==> config.mk <==
export PLATFORM = sky130hd
export DESIGN_NAME = gzip_member_deframer_core
export DESIGN_NICKNAME = d
export VERILOG_FILES = /design/src/rtl/core/gzmd_pkg.sv /design/src/rtl/core/gzmd_step.sv /design/src/rtl/core/gzmd_result_fifo.sv /design/src/rtl/core/gzip_member_deframer_core.sv
export SDC_FILE = /design/constraint.sdc
export NUM_CORES = 1
export LEC_CHECK = 0
export ABC_AREA = 1
export BUFFER_PORTS_ARGS = -buffer_cell sky130_fd_sc_hd__clkbuf_2
export CORE_MARGIN = 2
export CORE_UTILIZATION = 62
export DETAILED_ROUTE_END_ITERATION = 8
export PLACE_DENSITY = 0.8
export SLEW_MARGIN = 40
export SYNTH_ARGS = -nofsm -noshare
export SYNTH_HDL_FRONTEND = slang
export SYNTH_SLANG_ARGS = --single-unit
==> constraint.sdc <==
create_clock -name clk -period 8 [get_ports clk]
set_input_delay 0.4 -clock clk [delete_from_list [all_inputs] [get_ports clk]]
set_output_delay 0.4 -clock clk [all_outputs]
set_load 0.05 [all_outputs]
==> src/rtl/core/gzmd_pkg.sv <==
package gzmd_pkg;

	localparam logic [7:0] GZMD_MAGIC0        = 8'h1F;
	localparam logic [7:0] GZMD_MAGIC1        = 8'h8B;
	localparam logic [7:0] GZMD_METHOD        = 8'h08;
	localparam logic [7:0] GZMD_RESERVED_MASK = 8'hE0;
	localparam logic [7:0] GZMD_FLG_EXTRA     = 8'h04;
	localparam logic [7:0] GZMD_FLG_NAME      = 8'h08;
	localparam logic [7:0] GZMD_FLG_COMMENT   = 8'h10;
	localparam logic [7:0] GZMD_FLG_HCRC      = 8'h02;

	// last index of the ten-byte fixed header
	localparam logic [3:0] GZMD_FIXED_LAST = 4'd9;
	// shortest member that can be well formed
	localparam logic [4:0] GZMD_MIN_MEMBER = 5'd18;
	// trailer length, also the depth of the payload delay line
	localparam int         GZMD_TAIL_LEN   = 8;
	localparam logic [3:0] GZMD_TAIL_FULL  = 4'(GZMD_TAIL_LEN);

	// default depth of the result queue (at least two)
	localparam int GZMD_RES_DEPTH = 4;

	typedef enum logic [2:0] {
		PH_FIXED   = 3'd0,
		PH_XLEN    = 3'd1,
		PH_XDATA   = 3'd2,
		PH_NAME    = 3'd3,
		PH_COMMENT = 3'd4,
		PH_HCRC    = 3'd5,
		PH_PAYLOAD = 3'd6,
		PH_HALT    = 3'd7
	} gzmd_phase_t;

	typedef enum logic [3:0] {
		ST_OK       = 4'd0,
		ST_SHORT    = 4'd1,
		ST_MAGIC    = 4'd2,
		ST_METHOD   = 4'd3,
		ST_RESERVED = 4'd4,
		ST_XLEN     = 4'd5,
		ST_XPAYLOAD = 4'd6,
		ST_NAME     = 4'd7,
		ST_COMMENT  = 4'd8,
		ST_HCRC     = 4'd9,
		ST_TRAILER  = 4'd10
	} gzmd_status_t;

	typedef struct packed {
		gzmd_phase_t  phase;
		logic [3:0]   hidx;
		logic [7:0]   flags;
		logic [15:0]  xrem;
		logic [7:0]   xlow;
		gzmd_status_t err;
		logic [4:0]   cnt;
		logic [3:0]   fill;
	} gzmd_state_t;

	localparam gzmd_state_t GZMD_STATE_RESET = '{
		phase: PH_FIXED,
		hidx:  4'd0,
		flags: 8'd0,
		xrem:  16'd0,
		xlow:  8'd0,
		err:   ST_OK,
		cnt:   5'd0,
		fill:  4'd0
	};

	typedef struct packed {
		logic         kind;
		logic [7:0]   payload_byte;
		gzmd_status_t status;
		logic [31:0]  crc;
		logic [31:0]  size;
		logic         eor;
	} gzmd_result_t;

	// results produced by one byte, in delivery order
	typedef struct packed {
		logic [1:0]   n;
		gzmd_result_t a;
		gzmd_result_t b;
	} gzmd_push_t;

	// first enabled optional section after the given one
	function automatic gzmd_phase_t next_section(input gzmd_phase_t from,
			input logic [7:0] flags);
		gzmd_phase_t ph;
		ph = PH_PAYLOAD;
		if (from < PH_HCRC && (flags & GZMD_FLG_HCRC) != 8'd0) ph = PH_HCRC;
		if (from < PH_COMMENT && (flags & GZMD_FLG_COMMENT) != 8'd0) ph = PH_COMMENT;
		if (from < PH_NAME && (flags & GZMD_FLG_NAME) != 8'd0) ph = PH_NAME;
		if (from < PH_XLEN && (flags & GZMD_FLG_EXTRA) != 8'd0) ph = PH_XLEN;
		return ph;
	endfunction

endpackage

==> src/rtl/core/gzmd_step.sv <==
module gzmd_step import gzmd_pkg::*; (
	input  gzmd_state_t                    cur,
	input  logic [GZMD_TAIL_LEN-1:0][7:0]  tail,
	input  logic [7:0]                     in_byte,
	input  logic                           final_byte,
	output gzmd_state_t                    nxt,
	output gzmd_push_t                     push
);

	logic                          hdr_err;
	gzmd_status_t                  err_code;
	logic                          emit;
	logic [15:0]                   xrem_dec;
	logic [GZMD_TAIL_LEN-1:0][7:0] tail_new;
	gzmd_state_t                   upd;
	gzmd_status_t                  st;
	gzmd_result_t                  pay_res;
	gzmd_result_t                  rep_res;

	assign xrem_dec = cur.xrem - 16'd1;
	assign tail_new = {in_byte, tail[GZMD_TAIL_LEN-1:1]};

	// header walk and delay bookkeeping
	always_comb begin
		upd      = cur;
		hdr_err  = 1'b0;
		err_code = ST_OK;
		emit     = 1'b0;
		if (cur.cnt < GZMD_MIN_MEMBER) upd.cnt = cur.cnt + 5'd1;
		if (cur.phase == PH_PAYLOAD) begin
			if (cur.fill >= GZMD_TAIL_FULL) begin
				emit = 1'b1;
			end else begin
				upd.fill = cur.fill + 4'd1;
			end
		end else begin
			case (cur.phase)
				PH_FIXED: begin
					if (cur.hidx == 4'd0 && in_byte != GZMD_MAGIC0) begin
						hdr_err  = 1'b1;
						err_code = ST_MAGIC;
					end else if (cur.hidx == 4'd1 && in_byte != GZMD_MAGIC1) begin
						hdr_err  = 1'b1;
						err_code = ST_MAGIC;
					end else if (cur.hidx == 4'd2 && in_byte != GZMD_METHOD) begin
						hdr_err  = 1'b1;
						err_code = ST_METHOD;
					end else if (cur.hidx == 4'd3) begin
						if ((in_byte & GZMD_RESERVED_MASK) != 8'd0) begin
							hdr_err  = 1'b1;
							err_code = ST_RESERVED;
						end else begin
							upd.flags = in_byte;
						end
					end
					if (!hdr_err) begin
						if (cur.hidx >= GZMD_FIXED_LAST) begin
							upd.hidx  = 4'd0;
							upd.phase = next_section(PH_FIXED, cur.flags);
						end else begin
							upd.hidx = cur.hidx + 4'd1;
						end
					end
				end
				PH_XLEN: begin
					if (cur.hidx == 4'd0) begin
						upd.xlow = in_byte;
						upd.hidx = 4'd1;
					end else begin
						upd.hidx  = 4'd0;
						upd.xrem  = {in_byte, cur.xlow};
						upd.phase = ({in_byte, cur.xlow} != 16'd0) ? PH_XDATA
							: next_section(PH_XDATA, cur.flags);
					end
				end
				PH_XDATA: begin
					upd.xrem = xrem_dec;
					if (xrem_dec == 16'd0) upd.phase = next_section(PH_XDATA, cur.flags);
				end
				PH_NAME: begin
					if (in_byte == 8'd0) upd.phase = next_section(PH_NAME, cur.flags);
				end
				PH_COMMENT: begin
					if (in_byte == 8'd0) upd.phase = next_section(PH_COMMENT, cur.flags);
				end
				PH_HCRC: begin
					if (cur.hidx == 4'd0) begin
						upd.hidx = 4'd1;
					end else begin
						upd.hidx  = 4'd0;
						upd.phase = PH_PAYLOAD;
					end
				end
				default: begin
				end
			endcase
			if (hdr_err) begin
				if (cur.err == ST_OK) upd.err = err_code;
				upd.phase = PH_HALT;
			end
		end
	end

	// member done: back to the start for the next one
	assign nxt = final_byte ? GZMD_STATE_RESET : upd;

	// end-of-member status from the state after this byte: short first,
	// then the first header fault, then an open section, then a cut trailer
	always_comb begin
		if (upd.cnt < GZMD_MIN_MEMBER) begin
			st = ST_SHORT;
		end else if (upd.err != ST_OK) begin
			st = upd.err;
		end else begin
			case (upd.phase)
				PH_XLEN:    st = ST_XLEN;
				PH_XDATA:   st = ST_XPAYLOAD;
				PH_NAME:    st = ST_NAME;
				PH_COMMENT: st = ST_COMMENT;
				PH_HCRC:    st = ST_HCRC;
				PH_PAYLOAD: st = (upd.fill < GZMD_TAIL_FULL) ? ST_TRAILER : ST_OK;
				default:    st = ST_TRAILER;
			endcase
		end
	end

	always_comb begin
		pay_res              = '0;
		pay_res.kind         = 1'b0;
		pay_res.payload_byte = tail[0];
		pay_res.status       = ST_OK;
		pay_res.eor          = !final_byte;
		rep_res              = '0;
		rep_res.kind         = 1'b1;
		rep_res.status       = st;
		rep_res.eor          = 1'b1;
		if (st == ST_OK) begin
			rep_res.crc  = tail_new[3:0];
			rep_res.size = tail_new[7:4];
		end
		push = '0;
		if (emit) begin
			push.a = pay_res;
			push.b = rep_res;
			push.n = final_byte ? 2'd2 : 2'd1;
		end else begin
			push.a = rep_res;
			push.b = rep_res;
			push.n = final_byte ? 2'd1 : 2'd0;
		end
	end

endmodule

==> src/rtl/core/gzmd_result_fifo.sv <==
module gzmd_result_fifo import gzmd_pkg::*; #(
	parameter  int DEPTH = GZMD_RES_DEPTH,
	localparam int CW    = $clog2(DEPTH + 1)
) (
	input  logic          clk,
	input  logic          arst_n,
	input  logic [1:0]    push_n,
	input  gzmd_result_t  wr_a,
	input  gzmd_result_t  wr_b,
	input  logic          pop,
	output gzmd_result_t  rd_data,
	output logic [CW-1:0] count
);

	localparam int AW = (DEPTH > 1) ? $clog2(DEPTH) : 1;

	gzmd_result_t   mem_q [DEPTH];
	logic [AW-1:0]  wr_ptr_q;
	logic [AW-1:0]  rd_ptr_q;
	logic [CW-1:0]  count_q;
	logic [AW-1:0]  wr_ptr_p1;
	logic [AW-1:0]  wr_ptr_p2;

	function automatic logic [AW-1:0] ptr_inc(input logic [AW-1:0] p);
		return (p == AW'(DEPTH - 1)) ? '0 : AW'(p + 1'b1);
	endfunction

	assign wr_ptr_p1 = ptr_inc(wr_ptr_q);
	assign wr_ptr_p2 = ptr_inc(wr_ptr_p1);

	always_ff @(posedge clk) begin
		if (push_n != 2'd0) mem_q[wr_ptr_q] <= wr_a;
		if (push_n == 2'd2) mem_q[wr_ptr_p1] <= wr_b;
	end

	always_ff @(posedge clk or negedge arst_n) begin
		if (!arst_n) begin
			wr_ptr_q <= '0;
			rd_ptr_q <= '0;
			count_q  <= '0;
		end else begin
			case (push_n)
				2'd1:    wr_ptr_q <= wr_ptr_p1;
				2'd2:    wr_ptr_q <= wr_ptr_p2;
				default: wr_ptr_q <= wr_ptr_q;
			endcase
			if (pop) rd_ptr_q <= ptr_inc(rd_ptr_q);
			count_q <= CW'(count_q + CW'(push_n) - CW'(pop));
		end
	end

	assign rd_data = mem_q[rd_ptr_q];
	assign count   = count_q;

endmodule

==> src/rtl/core/gzip_member_deframer_core.sv <==
// channel   | beat holds                                        | handshake
// ----------+---------------------------------------------------+---------------------------
// byte in   | in_byte, final_byte                               | byte_valid / byte_ready
// result    | kind, payload_byte, status, trailer_crc,          | result_valid / result_ready
//           | trailer_size, end_of_run                          |
//
// one byte a cycle is taken while byte_ready is high; a byte's results are written
// to the result port's queue when the byte leaves the input stage
// a byte is registered, walked through the header logic and its results go into a
// queue of RES_DEPTH entries; the final byte after payload gives two result beats
// byte_ready drops while a byte waits and the queue holds more than RES_DEPTH-2 results
// arst_n clears the parse state, the input stage and the queue; no clearing pass
module gzip_member_deframer_core import gzmd_pkg::*; #(
	parameter int RES_DEPTH = GZMD_RES_DEPTH
) (
	input  logic        clk,
	input  logic        arst_n,
	input  logic        byte_valid,
	output logic        byte_ready,
	input  logic [7:0]  in_byte,
	input  logic        final_byte,
	output logic        result_valid,
	input  logic        result_ready,
	output logic        kind,
	output logic [7:0]  payload_byte,
	output logic [3:0]  status,
	output logic [31:0] trailer_crc,
	output logic [31:0] trailer_size,
	output logic        end_of_run
);

	localparam int CW = $clog2(RES_DEPTH + 1);

	// input stage
	logic                          valid_s1;
	logic [7:0]                    byte_s1;
	logic                          final_s1;

	// parse state and the payload delay line (oldest byte at index zero)
	gzmd_state_t                   state_q;
	gzmd_state_t                   state_nxt;
	logic [GZMD_TAIL_LEN-1:0][7:0] tail_q;

	gzmd_push_t                    push;
	logic [1:0]                    push_n;
	logic                          advance;
	logic [CW-1:0]                 res_count;
	gzmd_result_t                  res_head;
	logic                          pop;

	// the registered byte moves on only when two queue slots are free
	assign advance    = valid_s1 && (res_count <= CW'(RES_DEPTH - 2));
	assign byte_ready = !valid_s1 || advance;

	always_ff @(posedge clk or negedge arst_n) begin
		if (!arst_n) begin
			valid_s1 <= 1'b0;
		end else if (byte_valid && byte_ready) begin
			valid_s1 <= 1'b1;
		end else if (advance) begin
			valid_s1 <= 1'b0;
		end
	end

	always_ff @(posedge clk) begin
		if (byte_valid && byte_ready) begin
			byte_s1  <= in_byte;
			final_s1 <= final_byte;
		end
	end

	gzmd_step u_step (
		.cur        (state_q),
		.tail       (tail_q),
		.in_byte    (byte_s1),
		.final_byte (final_s1),
		.nxt        (state_nxt),
		.push       (push)
	);

	always_ff @(posedge clk or negedge arst_n) begin
		if (!arst_n) begin
			state_q <= GZMD_STATE_RESET;
		end else if (advance) begin
			state_q <= state_nxt;
		end
	end

	// delay line has no reset: its bytes are read only once written
	always_ff @(posedge clk) begin
		if (advance) tail_q <= {byte_s1, tail_q[GZMD_TAIL_LEN-1:1]};
	end

	assign push_n = advance ? push.n : 2'd0;
	assign pop    = result_valid && result_ready;

	gzmd_result_fifo #(
		.DEPTH (RES_DEPTH)
	) u_res_fifo (
		.clk     (clk),
		.arst_n  (arst_n),
		.push_n  (push_n),
		.wr_a    (push.a),
		.wr_b    (push.b),
		.pop     (pop),
		.rd_data (res_head),
		.count   (res_count)
	);

	assign result_valid = (res_count != '0);
	assign kind         = res_head.kind;
	assign payload_byte = res_head.payload_byte;
	assign status       = res_head.status;
	assign trailer_crc  = res_head.crc;
	assign trailer_size = res_head.size;
	assign end_of_run   = res_head.eor;

endmodule

# Word-level counts from Yosys, hierarchy flattened
# Memory sizes are Yosys's and may differ from the RTL's.
# Cells that the tools add are included.
# W data, S select, Z words.
[totals] reg_bits=130 ramBits=312 inputBits=13 out_inout_bits=80 word_cells=171 mem_count=1
[memory_table] name="u_res_fifo.mem_q" depth=4 word_bits=78 rd=1 rd_clocked_by_memory_dff=0 wr=2 line="gzmd_result_fifo.sv:17" source="gzmd_result_t mem_q [DEPTH];"
[op_classes] add_sub_neg=9 n_lt_le_gt_ge=6 n_eq_ne=30 muxes=70 n_reduce_logical=33
[ops] cell="$mux W158" n=1
[ops] cell="$mux W64" n=1
[ops] cell="$mux W8" n=8
[ops] cell="$mux W4" n=13
[ops] cell="$mux W52" n=1
[ops] cell="$mux W43" n=1
[ops] cell="$mux W3" n=11
[ops] cell="$pmux W16 S2" n=1
[ops] cell="$pmux W4 S6" n=1
[ops] cell="$mux W1" n=19
[ops] cell="$eq A3 B3 Y1 const B" n=6
[ops] cell="$pmux W3 S6" n=1
[ops] cell="$logic_not A16 Y1" n=1
[ops] cell="$mux W16" n=1
[ops] cell="$reduce_bool A16 Y1" n=1
[ops] cell="$sub A16 B1 Y16 const B" n=1
[ops] cell="$mux W2" n=7
[ops] cell="$reduce_bool A2 Y1" n=7
[ops] cell="$eq A3 B2 Y1 const B" n=4
[ops] cell="$logic_not A4 Y1" n=3
[ops] cell="$reduce_and A4 Y1" n=3
[ops] cell="$lt A5 B5 Y1 const B" n=2
[ops] cell="$ne A2 B2 Y1 const B" n=5
[ops] cell="$reduce_bool A3 Y1" n=3
[ops] cell="30 further kinds" n=46

# Longest topological paths before layout
[depth] ltp_word=23 mapped_depth=23 mapped_depth_nobuf=22

# Cells and area by module
# From an unflattened synthesis, not the netlist that was laid out.
[hier_totals] hier_cells=2616 hier_area_um2=22977.0
[by_module_without_submodules] module="gzmd_result_fifo" n_inst=1 cells_each=1583 area_each_um2=15363.5 seq_area_each_um2=9544.2
[by_module_without_submodules] module="gzip_member_deframer_core" n_inst=1 cells_each=315 area_each_um2=4326.6 seq_area_each_um2=3518.4
[by_module_without_submodules] module="gzmd_step" n_inst=1 cells_each=718 area_each_um2=3286.9 seq_area_each_um2=0.0

# Least setup slack after synthesis
# OpenSTA, ideal clock, no wires.
[synth_timing] kind="register -> register" startpoint="register u_res_fifo.count_q[2] (netlist: u_res_fifo.count[2])" endpoint="memory u_res_fifo.mem_q[2][30] (netlist bit), data pin" setup_ns=0.138 t_arrival_ns=6.173 required_time_ns=7.862 path_slack_ns=1.689 stages_incl_launch_ff=15 n_path_buf=2 synth_period_minus_slack_ns=6.311 cell_sequence="dfrtp_1 -> nor2_1 -> nor2_1 -> nor2_1 -> clkbuf_1 -> nand2_1 -> ha_1 -> inv_1 -> nand2_1 -> inv_1 -> nor2_1 -> inv_1 -> o21ai_1 -> dlygate4sd1_1 -> nor2_2"
[synth_lines] element="from (decl)" line="gzmd_result_fifo.sv:20" source="logic [CW-1:0] count_q;"
[synth_lines] element="from (signal assigned)" line="gzmd_result_fifo.sv:48" source="count_q <= CW'(count_q + CW'(push_n) - CW'(pop));"
[synth_lines] element="to (decl)" line="gzmd_result_fifo.sv:17"

==> flow_metrics.tcl <==
set metrics [dict create \
    status "finished, final reports clean" \
    cp.required_ns 8.29 \
    cts_tree "yes" \
    antenna_found_initial 0 \
    postCtsSetupRepairBufs 0 \
    fp.dieW_um 187.2 \
    grt_pass1_wl_um 79180 \
    drt_iter0_drc 1567 \
    finClkSkew_ns 0.02263 \
    rsz0062_at_grt "false" \
    postCtsHoldBufs 0 \
    cts_resized 0 \
    vdd_drop_max_uv 305.2 \
    dieArea_um2 35060 \
    critical_path_class "reg -> reg" \
    grt_usage_pct 28.80 \
    tns_ns 0 \
    design.core.area_um2 33280 \
    critPathArrivalTime_ns 5.01 \
    regToRegStartpoint "state_q[50]" \
    io_buffers 92 \
    cts_buffers 45 \
    place_hpwl_um 29490 \
    p_per_area_nw_per_um2 404.2 \
    syn_to_final_growth_pct 11.19 \
    worstSetupStartpointType "register" \
    cellLeakagePower_nw 7.784 \
    antenna_cells 0 \
    nets 2002 \
    period_needed_ns 4.721 \
    cts.path.max_buffers 3 \
    worstPathMaxFanout 50 \
    num_io_pins 93 \
    grt_pass1_vias 14631 \
    insertion_delay_ns 0.57 \
    routed-via-count 14548 \
    total_power_mw 9.356 \
    first_pass_iters 5 \
    post_dp_cell_area_um2 21640 \
    worstMarginPinSlew_ns 0.8639 \
    syn_inst 1900 \
    drc_errors 0 \
    wirelength_um 50200 \
    r2r-end "u_res_fifo.mem_q[2][2]" \
    maxCapViolations 0 \
    ctsRootBufferMaster "clkbuf_16" \
    fill_cells 2312 \
    reg2reg_slack_ns 3.28 \
    synth-edff-count 345 \
    htreeDepth 2 \
    ys_ff_latch 441 \
    rows 67 \
    gp_congestion 0.8983 \
    overflow 0 \
    slew_violations 0 \
    ys_seq_area_share_pct 60.35 \
    endpoint "u_res_fifo.mem_q[2][2]" \
    clock-sinks 441 \
    synth_ff_type "edfxtp_1" \
    post-route-cell-area_um2 23140 \
    synth-async-reset-ratio_pct 12.70 \
    clk_pin_slew_ns 0.06 \
    wl_per_cell_um 20.51 \
    yosysWarnings 0 \
    viasPerCell 5.945 \
    syn_nets 1936 \
    synth_cell_type_count 48 \
    setup_violations 0 \
    syn_area_per_cell_um2 10.96 \
    syn-cell-area_um2 20820 \
    slew-limit-headroom_pct 42.19 \
    timing.final.crit_share_pct 59.01 \
    grt_start_max_net_pins 109 \
    drive_above_1_share_pct 26.81 \
    reg2reg_depth 16 \
    endpoint_kind "register" \
    hold_viol 0 \
    crit_start "state_q[50]" \
    min_path_type "in -> reg" \
    start_util_pct 62.55 \
    die_h_um 187.2 \
    fmaxAchievable_ghz 0.2118 \
    final_antenna_net_count 0 \
]
-- cell usage after synthesis (10+ instances only) --
master    count  area [um2]
a21oi_1      24       120.1
buf_2        10       50.05
clkbuf_1     73       274.0
dfrtp_1      56        1401
dfxtp_1      40       800.8
edfxtp_1    345       10360
ha_1         22       275.3
inv_1       108       405.4
nand2_1     174       653.1
nand3_1      47       235.2
nand3_4      60        1051
nor2_1      264       991.0
nor2_2      246        1539
o21ai_0     234        1171
o22ai_1      97       606.8
-- report_power, final --
part	switching, mW	total (mW)	internal, mW
registers	0.368	3.43	3.06
logic	2.99	3.83	0.837
clock network	0.871	2.10	1.23
total	4.23	9.36	5.13
-- routing by layer --
layer  vias up  track usage [%]  share of wire [%]
met4         0            11.72                3.7
met5         -                0                  0
met1      7100            36.35                 39
met2       622            50.69                 51
li1       6712                -                  -
met3       114            3.546                6.5
-- layout make-up --
type	count	area [um2]	share of cell area (%)
repair buffers	119	782.0	3.379
clock inverters	27	290.3	1.254
flip-flops and latches	441	12570	54.30
multi-input cells	1245	7356	31.78
well taps	448	560.5	2.422
inverters	114	432.9	1.870
clock buffers	53	1156	4.995
-- cells in the final DEF, fill, tap and decap left out, types with 7 or more instances in the layout --
cell type  netlist  layout
a21oi_1         24      23
buf_4            0       9
buf_6            7      11
clkbuf_1        73       8
clkbuf_16        0      45
clkbuf_2         0      92
clkinv_1         0      14
dfrtp_1         56      54
dfxtp_1         40      40
edfxtp_1       345     345
ha_1            22      22
inv_1          108     102
inv_2            6      11
nand2_1        174     174
nand2_2          8       8
nand3_1         47      47
nand3_4         60      60
nand4_1          9       9
nor2_1         264     262
nor2_2         246     247
nor2_4           6       7
o21ai_0        234     234
o22ai_1         97      97
-- metrics by stage --
stage / hold slack [ns] / std cells / setup slack [ns] / utilization (%)
global route: 0.01483 / 2447 / 2.891 / 69.54
finish: 0.02594 / 2447 / 3.279 / 69.54
floorplan: 0.1044 / 1900 / 1.689 / -
detailed placement: 0.4412 / 2364 / 3.395 / 65.01
CTS: 0.005565 / 2444 / 3.316 / 69.36
global placement: 0.4342 / 2360 / 3.196 / 64.64
-- registers in the layout, indices dropped and copies added, names as in the netlist --
signal and cells:
u_res_fifo.mem_q 312, tail_q 64, state_q 48, byte_s1 8
u_res_fifo.count 3, u_res_fifo.rd_ptr_q 2, u_res_fifo.wr_ptr_q 2, final_s1 1
valid_s1 1
-- worst min path at each step --
stage                     depth (start not counted)                     from                       to
after floorplan                                   0                   arst_n               state_q[0]
after global placement                            2  u_res_fifo.mem_q[2][75]  u_res_fifo.mem_q[2][75]
after detailed placement                          2  u_res_fifo.mem_q[1][77]  u_res_fifo.mem_q[1][77]
after CTS                                         1               in_byte[5]               byte_s1[5]
after global routing                              1               final_byte                 final_s1
final                                             1               in_byte[5]               byte_s1[5]
-- critical path, stage by stage, from the launching register on --
cell and delay, ns:
dfrtp_1 0.40, inv_1 0.12, nor2_1 0.31, nand2_1 0.22, nor2_2 0.39, ha_1 0.31
nand2_1 0.12, ha_1 0.21, inv_1 0.08, nand2_1 0.10, inv_1 0.05, nor2_1 0.51
inv_2 0.39, o21ai_4 0.26, buf_8 0.23, buf_6 0.57, nor2_1 0.13
-- cells by family after synthesis --
kind of cell	synth area share, %
xor+xnor	0.2524
buf+inv	4.712
simple gates	23.19
mux	0.1082
compound gates	9.972
fa+ha+maj	1.419
flops	60.35
No activity file was read; power rests on OpenSTA's default activity.
